===== config.mk =====
export PLATFORM = sky130hd
export DESIGN_NAME = mouse_rel_to_abs_router
export DESIGN_NICKNAME = d
export VERILOG_FILES = /design/src/design/mrar_pkg.sv /design/src/design/mrar_cfg.sv /design/src/design/mrar_front.sv /design/src/design/mrar_back.sv /design/src/design/mouse_rel_to_abs_router.sv
export SDC_FILE = /design/constraint.sdc
export NUM_CORES = 2
export LEC_CHECK = 0
export BUFFER_PORTS_ARGS = -buffer_cell sky130_fd_sc_hd__buf_2
export CAP_MARGIN = 20
export CORE_MARGIN = 3
export CORE_UTILIZATION = 42
export DETAILED_ROUTE_END_ITERATION = 10
export GPL_TIMING_DRIVEN = 0
export PLACE_DENSITY = 0.57
export RECOVER_POWER = 25
export SLEW_MARGIN = 20
export SYNTH_ARGS = -nofsm -noshare
export SYNTH_HDL_FRONTEND = slang
export SYNTH_HIERARCHICAL = 1
export SYNTH_SLANG_ARGS = --single-unit

===== constraint.sdc =====
create_clock -name i_clk -period 15.1 [get_ports i_clk]
set_input_delay 1.51 -clock i_clk [delete_from_list [all_inputs] [get_ports i_clk]]
set_output_delay 1.51 -clock i_clk [all_outputs]
set_load 0.01 [all_outputs]

===== src/design/mrar_pkg.sv =====
// Shared types, codes and defaults of the mouse report router.
package mrar_pkg;

    // Action codes carried on the input channel
    localparam logic [1:0] ACT_REPORT  = 2'd0;
    localparam logic [1:0] ACT_UNMOUNT = 2'd1;
    localparam logic [1:0] ACT_RELEASE = 2'd2;
    localparam logic [1:0] ACT_READY   = 2'd3;

    // Configuration register indexes
    localparam logic [2:0] REG_OWNS   = 3'd0;
    localparam logic [2:0] REG_SCALEX = 3'd1;
    localparam logic [2:0] REG_SCALEY = 3'd2;
    localparam logic [2:0] REG_PMIN   = 3'd3;
    localparam logic [2:0] REG_PMAX   = 3'd4;
    localparam logic [2:0] REG_CENTER = 3'd5;

    // Register reset values
    localparam logic        OWNS_RST   = 1'b1;
    localparam logic [10:0] SCALE_RST  = 11'd16;
    localparam logic [15:0] PMIN_RST   = 16'd0;
    localparam logic [15:0] PMAX_RST   = 16'd32767;
    localparam logic [15:0] CENTER_RST = 16'd16384;

    // Report length thresholds
    localparam logic [6:0] LEN_MIN   = 7'd3;
    localparam logic [6:0] LEN_WHEEL = 7'd4;

    localparam int RING_DEPTH_DEF = 8;

    // Live configuration seen by the back end
    typedef struct packed {
        logic        owns;
        logic [10:0] scale_x;
        logic [10:0] scale_y;
        logic [15:0] pmin;
        logic [15:0] pmax;
    } t_cfg;

    // Classified command held in the queue
    typedef struct packed {
        logic [1:0]        kind;
        logic [7:0]        buttons;
        logic signed [7:0] dx;
        logic signed [7:0] dy;
        logic signed [7:0] wheel;
        logic              local_route;
    } t_cmd;

    // Absolute report, also the ring entry format
    typedef struct packed {
        logic [7:0]        buttons;
        logic [15:0]       x;
        logic [15:0]       y;
        logic signed [7:0] wheel;
    } t_rep;

    // Queue head as seen by the back end
    typedef struct packed {
        logic valid;
        t_cmd cmd;
    } t_qhead;

endpackage


===== src/design/mrar_cfg.sv =====
// Configuration register bank of the mouse report router.
module mrar_cfg (
    input  logic              i_clk,
    input  logic              i_rst_n,
    input  logic              i_cfg_valid,
    output logic              o_cfg_ready,
    input  logic [2:0]        i_cfg_index,
    input  logic [15:0]       i_cfg_data,
    output mrar_pkg::t_cfg    o_cfg
);
    import mrar_pkg::*;

    logic        r_owns,    n_owns;
    logic [10:0] r_scale_x, n_scale_x;
    logic [10:0] r_scale_y, n_scale_y;
    logic [15:0] r_pmin,    n_pmin;
    logic [15:0] r_pmax,    n_pmax;

    assign o_cfg_ready = 1'b1;

    // Decode a write beat; the centre only matters at reset, which loads its default
    always_comb begin
        n_owns    = r_owns;
        n_scale_x = r_scale_x;
        n_scale_y = r_scale_y;
        n_pmin    = r_pmin;
        n_pmax    = r_pmax;
        if (i_cfg_valid) begin
            unique case (i_cfg_index)
                REG_OWNS:   n_owns    = i_cfg_data[0];
                REG_SCALEX: n_scale_x = i_cfg_data[10:0];
                REG_SCALEY: n_scale_y = i_cfg_data[10:0];
                REG_PMIN:   n_pmin    = i_cfg_data;
                REG_PMAX:   n_pmax    = i_cfg_data;
                REG_CENTER: n_owns    = r_owns;
                default:    n_owns    = r_owns;
            endcase
        end
    end

    always_ff @(posedge i_clk) begin
        if (!i_rst_n) begin
            r_owns    <= OWNS_RST;
            r_scale_x <= SCALE_RST;
            r_scale_y <= SCALE_RST;
            r_pmin    <= PMIN_RST;
            r_pmax    <= PMAX_RST;
        end else begin
            r_owns    <= n_owns;
            r_scale_x <= n_scale_x;
            r_scale_y <= n_scale_y;
            r_pmin    <= n_pmin;
            r_pmax    <= n_pmax;
        end
    end

    assign o_cfg.owns    = r_owns;
    assign o_cfg.scale_x = r_scale_x;
    assign o_cfg.scale_y = r_scale_y;
    assign o_cfg.pmin    = r_pmin;
    assign o_cfg.pmax    = r_pmax;

endmodule


===== src/design/mrar_front.sv =====
// Front end: accepts input beats, classifies them and queues commands.
module mrar_front (
    input  logic               i_clk,
    input  logic               i_rst_n,
    input  logic               i_in_valid,
    output logic               o_in_stall,
    input  logic [1:0]         i_action,
    input  logic [7:0]         i_buttons,
    input  logic signed [7:0]  i_delta_x,
    input  logic signed [7:0]  i_delta_y,
    input  logic signed [7:0]  i_wheel_delta,
    input  logic [6:0]         i_report_length,
    input  logic               i_route_local,
    input  logic               i_pop,
    output mrar_pkg::t_qhead   o_head
);
    import mrar_pkg::*;

    t_cmd       cmd;
    logic       keep;
    logic       push;
    t_cmd       r_q [2];
    logic       r_wr_ptr, n_wr_ptr;
    logic       r_rd_ptr, n_rd_ptr;
    logic [1:0] r_count,  n_count;

    // Classify the beat; short reports are dropped here
    always_comb begin
        cmd.kind        = i_action;
        cmd.buttons     = 8'd0;
        cmd.dx          = 8'sd0;
        cmd.dy          = 8'sd0;
        cmd.wheel       = 8'sd0;
        cmd.local_route = i_route_local;
        keep            = 1'b1;
        unique case (i_action)
            ACT_REPORT: begin
                cmd.buttons = i_buttons;
                cmd.dx      = i_delta_x;
                cmd.dy      = i_delta_y;
                cmd.wheel   = (i_report_length >= LEN_WHEEL) ? i_wheel_delta : 8'sd0;
                keep        = (i_report_length >= LEN_MIN);
            end
            ACT_UNMOUNT: keep = 1'b1;
            ACT_RELEASE: keep = 1'b1;
            ACT_READY:   keep = 1'b1;
            default:     keep = 1'b1;
        endcase
    end

    assign o_in_stall = (r_count == 2'd2);
    assign push       = i_in_valid && !o_in_stall && keep;

    // Advance the two-entry queue pointers
    always_comb begin
        n_wr_ptr = push  ? ~r_wr_ptr : r_wr_ptr;
        n_rd_ptr = i_pop ? ~r_rd_ptr : r_rd_ptr;
        n_count  = r_count + {1'b0, push} - {1'b0, i_pop};
    end

    always_ff @(posedge i_clk) begin
        if (!i_rst_n) begin
            r_wr_ptr <= 1'b0;
            r_rd_ptr <= 1'b0;
            r_count  <= 2'd0;
        end else begin
            r_wr_ptr <= n_wr_ptr;
            r_rd_ptr <= n_rd_ptr;
            r_count  <= n_count;
        end
    end

    // Hold queued commands
    always_ff @(posedge i_clk) begin
        if (push) begin
            r_q[r_wr_ptr] <= cmd;
        end
    end

    assign o_head.valid = (r_count != 2'd0);
    assign o_head.cmd   = r_q[r_rd_ptr];

endmodule


===== src/design/mrar_back.sv =====
// Back end: position update, suppression, local ring and output register.
module mrar_back #(
    parameter int RING_DEPTH = mrar_pkg::RING_DEPTH_DEF
) (
    input  logic               i_clk,
    input  logic               i_rst_n,
    input  mrar_pkg::t_cfg     i_cfg,
    input  mrar_pkg::t_qhead   i_head,
    output logic               o_pop,
    output logic               o_out_valid,
    input  logic               i_out_stall,
    output logic               o_destination,
    output logic [7:0]         o_out_buttons,
    output logic [15:0]        o_abs_x,
    output logic [15:0]        o_abs_y,
    output logic signed [7:0]  o_out_wheel
);
    import mrar_pkg::*;

    localparam int PTR_W = $clog2(RING_DEPTH);
    localparam int CNT_W = $clog2(RING_DEPTH + 1);
    localparam logic [PTR_W-1:0] PTR_LAST = PTR_W'(RING_DEPTH - 1);
    localparam logic [CNT_W-1:0] CNT_FULL = CNT_W'(RING_DEPTH);

    // Lower bound first, upper bound second, as the bounds may be inverted
    function automatic logic [15:0] clamp(input logic signed [21:0] v,
                                          input logic [15:0] lo,
                                          input logic [15:0] hi);
        logic [15:0] res;
        if (v < $signed({6'd0, lo})) begin
            res = lo;
        end else if (v > $signed({6'd0, hi})) begin
            res = hi;
        end else begin
            res = v[15:0];
        end
        return res;
    endfunction

    function automatic logic [PTR_W-1:0] ptr_inc(input logic [PTR_W-1:0] p);
        return (p == PTR_LAST) ? '0 : p + 1'b1;
    endfunction

    t_cmd cmd;
    logic is_rep, is_unm, is_rel, is_rdy;
    logic idle_rep, do_proc, dup, may_emit, out_free, go;
    logic emit_proc, emit_rdy, push, ring_full;
    logic signed [19:0] prod_x, prod_y;
    logic signed [21:0] sum_x, sum_y;
    logic [15:0] new_x, new_y;
    t_rep proc_rep, rel_rep, push_rep;

    logic [15:0]      r_pos_x, n_pos_x;
    logic [15:0]      r_pos_y, n_pos_y;
    logic [7:0]       r_held,  n_held;
    t_rep             r_last,  n_last;
    logic             r_last_valid, n_last_valid;
    logic [PTR_W-1:0] r_head,  n_head;
    logic [PTR_W-1:0] r_tail,  n_tail;
    logic [CNT_W-1:0] r_count, n_count;
    logic             we;
    logic [PTR_W-1:0] wa;
    t_rep             r_ring [RING_DEPTH];
    t_rep             r_head_q;
    logic             r_out_valid, n_out_valid;
    logic             r_dest;
    t_rep             r_out;

    assign cmd    = i_head.cmd;
    assign is_rep = (cmd.kind == ACT_REPORT);
    assign is_unm = (cmd.kind == ACT_UNMOUNT);
    assign is_rel = (cmd.kind == ACT_RELEASE);
    assign is_rdy = (cmd.kind == ACT_READY);

    // Take the head only when a possible result has room
    assign may_emit = is_rdy || ((is_rep || is_unm) && !cmd.local_route);
    assign out_free = !r_out_valid || !i_out_stall;
    assign go       = i_head.valid && (!may_emit || out_free);
    assign o_pop    = go;

    // Drop idle repeats, and reports and unmounts when not the owner
    assign idle_rep = is_rep && (cmd.dx == 8'sd0) && (cmd.dy == 8'sd0)
                      && (cmd.wheel == 8'sd0) && (cmd.buttons == r_held);
    assign do_proc  = ((is_rep && !idle_rep) || is_unm) && i_cfg.owns;

    // Scale, accumulate and clamp the position
    assign prod_x = cmd.dx * $signed({1'b0, i_cfg.scale_x});
    assign prod_y = cmd.dy * $signed({1'b0, i_cfg.scale_y});
    assign sum_x  = $signed({6'd0, r_pos_x}) + $signed({{2{prod_x[19]}}, prod_x});
    assign sum_y  = $signed({6'd0, r_pos_y}) + $signed({{2{prod_y[19]}}, prod_y});
    assign new_x  = clamp(sum_x, i_cfg.pmin, i_cfg.pmax);
    assign new_y  = clamp(sum_y, i_cfg.pmin, i_cfg.pmax);

    // Build the outgoing and release reports from the clamped positions
    always_comb begin
        proc_rep.buttons = cmd.buttons;
        proc_rep.x       = clamp($signed({6'd0, new_x}), i_cfg.pmin, i_cfg.pmax);
        proc_rep.y       = clamp($signed({6'd0, new_y}), i_cfg.pmin, i_cfg.pmax);
        proc_rep.wheel   = cmd.wheel;
        rel_rep.buttons  = 8'd0;
        rel_rep.x        = clamp($signed({6'd0, r_pos_x}), i_cfg.pmin, i_cfg.pmax);
        rel_rep.y        = clamp($signed({6'd0, r_pos_y}), i_cfg.pmin, i_cfg.pmax);
        rel_rep.wheel    = 8'sd0;
    end

    assign dup       = r_last_valid && (proc_rep == r_last);
    assign emit_proc = go && do_proc && !dup && !cmd.local_route;
    assign emit_rdy  = go && is_rdy && (r_count != '0);
    assign push      = go && (is_rel || (do_proc && !dup && cmd.local_route));
    assign push_rep  = is_rel ? rel_rep : proc_rep;
    assign ring_full = (r_count == CNT_FULL);

    // Work out the next state of position, memory and ring pointers
    always_comb begin
        n_pos_x      = r_pos_x;
        n_pos_y      = r_pos_y;
        n_held       = r_held;
        n_last       = r_last;
        n_last_valid = r_last_valid;
        n_head       = r_head;
        n_tail       = r_tail;
        n_count      = r_count;
        we           = 1'b0;
        wa           = r_tail;
        if (go) begin
            if (is_unm || is_rel) begin
                n_held = 8'd0;
            end
            if (is_rel) begin
                n_last_valid = 1'b0;
            end
            if (do_proc) begin
                n_pos_x = new_x;
                n_pos_y = new_y;
                n_held  = cmd.buttons;
                if (!dup) begin
                    n_last       = proc_rep;
                    n_last_valid = 1'b1;
                end
            end
        end
        // Push: when full, zero buttons overwrite the head, else drop the oldest
        if (push) begin
            we = 1'b1;
            if (ring_full && (push_rep.buttons == 8'd0)) begin
                wa = r_head;
            end else begin
                wa     = r_tail;
                n_tail = ptr_inc(r_tail);
                if (ring_full) begin
                    n_head = ptr_inc(r_head);
                end else begin
                    n_count = r_count + 1'b1;
                end
            end
        end
        if (emit_rdy) begin
            n_head  = ptr_inc(r_head);
            n_count = r_count - 1'b1;
        end
    end

    // Load or drain the output register
    always_comb begin
        n_out_valid = r_out_valid;
        if (emit_proc || emit_rdy) begin
            n_out_valid = 1'b1;
        end else if (!i_out_stall) begin
            n_out_valid = 1'b0;
        end
    end

    always_ff @(posedge i_clk) begin
        if (!i_rst_n) begin
            r_pos_x      <= CENTER_RST;
            r_pos_y      <= CENTER_RST;
            r_held       <= 8'd0;
            r_last       <= '0;
            r_last_valid <= 1'b0;
            r_head       <= '0;
            r_tail       <= '0;
            r_count      <= '0;
            r_out_valid  <= 1'b0;
        end else begin
            r_pos_x      <= n_pos_x;
            r_pos_y      <= n_pos_y;
            r_held       <= n_held;
            r_last       <= n_last;
            r_last_valid <= n_last_valid;
            r_head       <= n_head;
            r_tail       <= n_tail;
            r_count      <= n_count;
            r_out_valid  <= n_out_valid;
        end
    end

    // Ring memory; the registered read follows the next head, with write bypass
    always_ff @(posedge i_clk) begin
        if (we) begin
            r_ring[wa] <= push_rep;
        end
        if (we && (wa == n_head)) begin
            r_head_q <= push_rep;
        end else begin
            r_head_q <= r_ring[n_head];
        end
    end

    // Output payload
    always_ff @(posedge i_clk) begin
        if (emit_proc) begin
            r_dest <= 1'b0;
            r_out  <= proc_rep;
        end else if (emit_rdy) begin
            r_dest <= 1'b1;
            r_out  <= r_head_q;
        end
    end

    assign o_out_valid   = r_out_valid;
    assign o_destination = r_dest;
    assign o_out_buttons = r_out.buttons;
    assign o_abs_x       = r_out.x;
    assign o_abs_y       = r_out.y;
    assign o_out_wheel   = r_out.wheel;

endmodule


===== src/design/mouse_rel_to_abs_router.sv =====
// Top level of the relative-to-absolute mouse report router.
//
// Input channel (i_in_valid / o_in_stall): one beat per report or event
// (report, unmount, release all, endpoint ready). Output channel
// (o_out_valid / i_out_stall): one beat per absolute report, tagged with
// its destination (peer link or local endpoint). Config channel
// (i_cfg_valid / o_cfg_ready): register index and data, always ready.
// A front end classifies beats into a two-entry command queue; the back
// end takes one command per cycle unless held by a stalled output,
// updates position and ring, and loads the output register. Throughput
// is one beat per cycle while the receiver does not stall; a result passes
// the queue and output registers. Short reports are dropped at the front.
// When the receiver stalls, the output register holds its beat and the back
// end keeps taking local reports and release events; a peer-routed report
// or unmount, or an endpoint ready, waits at the queue head, and one more
// beat behind it fills the queue and raises o_in_stall. Reset clears the
// queue, the ring pointers, the last-sent memory and loads the default
// registers, with both position registers at the default centre coordinate.
// The local ring holds RING_DEPTH reports.
module mouse_rel_to_abs_router #(
    parameter int RING_DEPTH = mrar_pkg::RING_DEPTH_DEF
) (
    input  logic               i_clk,
    input  logic               i_rst_n,
    input  logic               i_in_valid,
    output logic               o_in_stall,
    input  logic [1:0]         i_action,
    input  logic [7:0]         i_buttons,
    input  logic signed [7:0]  i_delta_x,
    input  logic signed [7:0]  i_delta_y,
    input  logic signed [7:0]  i_wheel_delta,
    input  logic [6:0]         i_report_length,
    input  logic               i_route_local,
    output logic               o_out_valid,
    input  logic               i_out_stall,
    output logic               o_destination,
    output logic [7:0]         o_out_buttons,
    output logic [15:0]        o_abs_x,
    output logic [15:0]        o_abs_y,
    output logic signed [7:0]  o_out_wheel,
    input  logic               i_cfg_valid,
    output logic               o_cfg_ready,
    input  logic [2:0]         i_cfg_index,
    input  logic [15:0]        i_cfg_data
);
    import mrar_pkg::*;

    t_cfg   cfg;
    t_qhead head;
    logic   pop;

    mrar_cfg u_cfg (
        .i_clk       (i_clk),
        .i_rst_n     (i_rst_n),
        .i_cfg_valid (i_cfg_valid),
        .o_cfg_ready (o_cfg_ready),
        .i_cfg_index (i_cfg_index),
        .i_cfg_data  (i_cfg_data),
        .o_cfg       (cfg)
    );

    mrar_front u_front (
        .i_clk           (i_clk),
        .i_rst_n         (i_rst_n),
        .i_in_valid      (i_in_valid),
        .o_in_stall      (o_in_stall),
        .i_action        (i_action),
        .i_buttons       (i_buttons),
        .i_delta_x       (i_delta_x),
        .i_delta_y       (i_delta_y),
        .i_wheel_delta   (i_wheel_delta),
        .i_report_length (i_report_length),
        .i_route_local   (i_route_local),
        .i_pop           (pop),
        .o_head          (head)
    );

    mrar_back #(
        .RING_DEPTH (RING_DEPTH)
    ) u_back (
        .i_clk         (i_clk),
        .i_rst_n       (i_rst_n),
        .i_cfg         (cfg),
        .i_head        (head),
        .o_pop         (pop),
        .o_out_valid   (o_out_valid),
        .i_out_stall   (i_out_stall),
        .o_destination (o_destination),
        .o_out_buttons (o_out_buttons),
        .o_abs_x       (o_abs_x),
        .o_abs_y       (o_abs_y),
        .o_out_wheel   (o_out_wheel)
    );

endmodule

; ---- Word level (Yosys, flattened, before mapping)
; Memory sizes are Yosys's and may differ from the RTL's. A register that Yosys moved wholly into a read port is not among the register bits.
; Index checks and enable logic that the tools add are counted.
; Widths: inputs -> output; s select.
[word_totals]
reg_bits = 208
n_memories = 2
in_bits = 66
out_inout_bits = 52
ram_bits = 454
[memory_table]
columns = name, depth, word_bits, rd, rd_clocked_by_memory_dff, write_ports, line
row1 = u_back.r_ring, 8, 48, 1, 1, 1, mrar_back.sv:63  ; t_rep r_ring [RING_DEPTH];
row2 = u_front.r_q, 2, 35, 1, 1, 1, mrar_front.sv:22  ; t_cmd r_q [2];
[op_classes]
multipliers = 2
bitwise_logic = 4
magnitude_cmp = 14
addsub = 8
eq_ne = 19
mux = 44
reduce_logical = 58
[op_table]
columns = operator, count
row1 = $mux 16, 12
row2 = $mux 48, 3
row3 = $gt 16x16->1, 4
row4 = $lt 16x16->1, 4
row5 = $eq 48x48->1, 1
row6 = $gt 22x17->1, 2
row7 = $lt 22x17->1, 2
row8 = $add 17x20->21, 2
row9 = $mul 8x12->20, 2
row10 = $logic_not 8->1, 4
row11 = $mux 32, 1
row12 = $mux 3, 8
row13 = $mux 8, 3
row14 = $logic_and 1x1->1, 20
row15 = $mux 4, 4
row16 = $reduce_and 2->1, 8
row17 = $mux 1, 12
row18 = $eq 2x2->1 const B, 5
row19 = $eq 3x3->1 const B, 3
row20 = $eq 8x8->1, 1
row21 = $logic_or 1x1->1, 8
row22 = $reduce_bool 2->1, 4
row23 = $ge 7x2->1 const B, 1
row24 = $ge 7x3->1 const B, 1
row25 = 18 further kinds, 34

; ---- Longest topological paths before layout
[logic_depth]
depth_word = 18
depth_mapped = 52

; ---- By module
; Netlist, hierarchy kept.
[modules_own_cells]
columns = module, n_inst, cells_per_inst, area_each_um2
row1 = mrar_back, 1, 3253, 36527.5
row2 = mrar_front, 1, 172, 3006.6
row3 = mrar_cfg, 1, 220, 2219.6

; ---- Worst setup path after synthesis
; OpenSTA, ideal clock, no wires.
[synth_path]
kind = register to register
startpoint = reg with a tool-made name
endpoint = reg u_back.r_out (netlist bit u_back/o_abs_x[0]), enable pin
setup_slack_ns = 0.216
t_arrival_ns = 14.364
synth_period_minus_slack_ns = 14.884
t_required_ns = 14.580
setup_ns = 0.520
stages_incl_launch_ff = 47
path_cell_list = dfxtp_1 > clkbuf_1 > buf_1 > mux2_2 > buf_1 > nand2_1 > fa_1 > fa_1 > inv_1 > fa_1 > fa_1 > fa_1 > ha_1 > a211o_1 > a31o_2 > and2_1 > nor2_1 > xnor2_1 > (+11 left out) > a22o_1 > nor4_1 > o21ai_0 > o21a_1 > clkbuf_1 > nor3_1 > a31o_2 > clkbuf_1 > o22ai_1 > or4_1 > o211ai_1 > nor4_1 > o2111ai_1 > or3_1 > buf_6 > buf_6 > nand2_1 > o21ai_0
[synth_rtl]
columns = element, line
row1 = end signal: assignment, mrar_back.sv:213  ; r_out <= proc_rep;
row2 = end signal: assignment, mrar_back.sv:216  ; r_out <= r_head_q;
row3 = end: declaration, mrar_back.sv:67  ; t_rep r_out;

==> results_dict.tcl <==
set metrics [dict create \
    numClockSinks 666 \
    nets 4382 \
    setup_ws_ns 0.4745 \
    p_leak_nw 18.31 \
    synth_edf_count 502 \
    dieHeight_um 321.3 \
    rsz0062_at_grt "false" \
    crit_buf_inv 10 \
    synth_common_cells "edfxtp_1 (502), nand2_1 (340), ha_1 (316), inv_1 (227), a21oi_1 (218)" \
    final_layout_size_suffix_gt1_share_pct 11.90 \
    ant_nets 0 \
    synth_top_area_share_pct 36.10 \
    cts_tree "done" \
    die_width_um 321.3 \
    dp_hpwl_um 102900 \
    nFillCells 9080 \
    viasPerCell 5.895 \
    cp.required_ns 15.50 \
    syn_to_final_growth_pct 13.30 \
    drc 0 \
    crit_fanout 15 \
    num_io_pins 118 \
    grt_remaining_overflow 0 \
    track_usage_pct 26.31 \
    yosysMostFrequentCell "edfxtp_1" \
    syn_nets 4168 \
    clock.fmax_mhz 68.37 \
    yosys_warnings 6 \
    relSlewSlack_pct -4.614 \
    gp_congestion 1.012 \
    clock_skew_ns 0.03940 \
    htreeDepth 3 \
    arrival_ns 15.03 \
    via_count 30680 \
    routedWlPerCell_um 26.24 \
    die_area_mm2 0.1032 \
    grt_pass1_vias 30210 \
    avgSynthCellArea_um2 11.46 \
    fin_cells 5204 \
    io_buffers 116 \
    drt_iter0_drc 2922 \
    finalHoldViolCount 0 \
    cp-start-kind "flip-flop" \
    clock_latency_ns 0.66 \
    violations "capacitance limit, slew limit" \
    place_inst 5074 \
    cts_buffers 75 \
    netlist_area_mm2 0.04175 \
    maxSlewViolCount 19 \
    hold_start "u_cfg/r_pmin[3]" \
    dp_slack_ns -1.422 \
    yosysUniqueCellTypes 97 \
    status "complete, but fails checks" \
    synth.largest_area_cell "edfxtp_1" \
    ir_drop_mv 0.1233 \
    setup_viol 0 \
    path_class "flip-flop to flip-flop" \
    dominantRegCellSynth "edfxtp_1" \
    drv_cap 1 \
    dr.pass1.iters 6 \
    max_slew.worst_pin.slew_ns 1.563 \
    start_util_pct 42.42 \
    synthCells 3645 \
    grt_max_degree 24 \
    multi_input_area_mm2 0.02198 \
    core_area_mm2 0.09842 \
    cp_common_cell "fa_1" \
    yosysSeqAreaShare_pct 43.97 \
    synth_area_leaders "edfxtp_1 (36%), ha_1 (9.5%), dfxtp_1 (7.9%)" \
    synthArstFlopShare_pct 0 \
    crit_path_top_delay_cell "nor4_2" \
    synth-seq-cells 666 \
    grt_pass1_wl_um 201600 \
    drt-total-wl_um 136600 \
    period_share_pct 96.86 \
    regArea_mm2 0.01836 \
    antenna_found_initial 5 \
    clockBufferDepth 3 \
    root_buffer "clkbuf_16" \
    critical_path.max_stage_delay_ns 0.63 \
    core.rowCount 115 \
    crit_family "compound AO/OA/AOI/OAI gates" \
    hp-class "flip-flop to flip-flop" \
    power_density_mw_per_mm2 227.5 \
    critical_path.endpoint_type "flip-flop" \
    path_clk_slew_ns 0.06 \
    finalCriticalPeriod_ns 14.63 \
]
state kept, by name, summed over array words and instances, names as in the netlist, 2 cells and up, named ones only:
signal	flops
u_back/r_pos_x	16
u_back/r_pos_y	16
u_back/r_held	8
u_back/r_count	4
u_cfg/r_pmin	16
u_back/o_abs_x	16
u_back/r_ring	384
u_front/r_count	2
u_front/r_q	70
u_cfg/r_scale_y	11
u_back/r_last	48
u_back/o_out_wheel	8
u_cfg/r_scale_x	11
u_back/o_out_buttons	8
u_back/r_tail	3
u_back/r_head	3
u_back/o_abs_y	16
u_cfg/r_pmax	16
metal layers:
metal	routed length [um]	GRT usage (%)	vias up
li1	-	-	13880
met4	6016	11.05	2
met3	11390	5.468	318
met5	13	0	-
met2	61690	41.08	1269
met1	57440	35.72	15210
cell usage in the layout, fill, tap and decap left out, types with 21 or more instances in the layout:
cell       netlist  layout
nor2b_1         59      59
nand2b_1        23      23
nor4_1          39      37
o22ai_1         27      26
nor2_1         148     144
a21o_1          51      51
a211oi_1        24      21
xnor2_1         35      31
clkbuf_1       132     188
nand3_1         65      65
and2_1         141     106
buf_2           15      77
edfxtp_1       502     502
and2_0           0      35
dfxtp_1        164     163
clkbuf_16        0      78
xor2_1          40      39
o21a_1          29      29
o21ai_0        141     135
ha_1           316     316
a21oi_1        218     214
nor3_1          47      47
mux2i_1        183     182
inv_1          227     227
nand2_1        340     340
mux2_1          22      24
nand4_1         52      52
mux2_2          67      64
fa_1           141     141
mux4_2          96      96
cell type report:
cell class,instances,share of cell area (%)
multi-input combinational,2567,46.45
sequential,666,38.81
clock buffer,99,4.462
tap,1287,3.404
timing repair buffer,147,2.449
inverter,230,1.841
buffer,172,1.598
clock inverter,34,0.9733
antenna,2,0.01058
logic make-up after synthesis:
group | after synthesis | synth area share, %
AND/OR/NAND/NOR | 988 | 11.82
AO/OA/AOI/OAI | 678 | 10.50
flip-flops | 666 | 43.97
adder cells (fa/ha/maj) | 457 | 16.23
buffers and inverters | 412 | 3.932
multiplexers | 368 | 11.97
XOR/XNOR | 75 | 1.573
other | 1 | 0.008981
repair_timing:
action,CTS,global route
hold buffers,0,0
buffers inserted,1,4
resized for setup,23,24
endpoints found under the setup margin,541,537
pin swaps,1,3
tightest hold or removal path: stages, from the launching register on:
cell and delay (ns):
dfxtp_1 0.31, nand2_1 0.05, mux2i_1 0.05
metrics by stage:
step | util (%) | hold slack [ns] | instance area [um^2] | setup TNS (ns) | power (mW)
after detailed placement | 45.42 | 0.4538 | 44710 | -577.30 | 8.667
after floorplan | - | 0.4335 | 41750 | 0 | 6.604
final | 48.07 | 0.4615 | 47310 | 0 | 10.76
after global routing | 48.06 | 0.4891 | 47300 | 0 | 11.40
after CTS | 48.14 | 0.4610 | 47380 | 0 | 10.69
after global placement | 44.65 | 0.4463 | 43940 | -2302.86 | 8.584
power by group:
group          leakage [nW]  total, mW  internal, mW  switching (mW)
clock                  1.25       1.90          1.13           0.776
combinational          11.1       6.04          2.03            4.01
sequential             5.95       2.82          2.66           0.158
total                  18.3       10.8          5.82            4.94
path summary, 6_finish.rpt:
path | endpoint | slack, ns | depth (start not counted)
min | u_cfg/r_pmin[3] | 0.46 | 2
max reg2reg | u_back/r_ring[5][19] | 0.47 | 46
max | u_back/r_ring[5][19] | 0.47 | 46
min reg2reg | u_cfg/r_pmin[3] | 0.46 | 2
No activity file was read; power rests on OpenSTA's default activity.
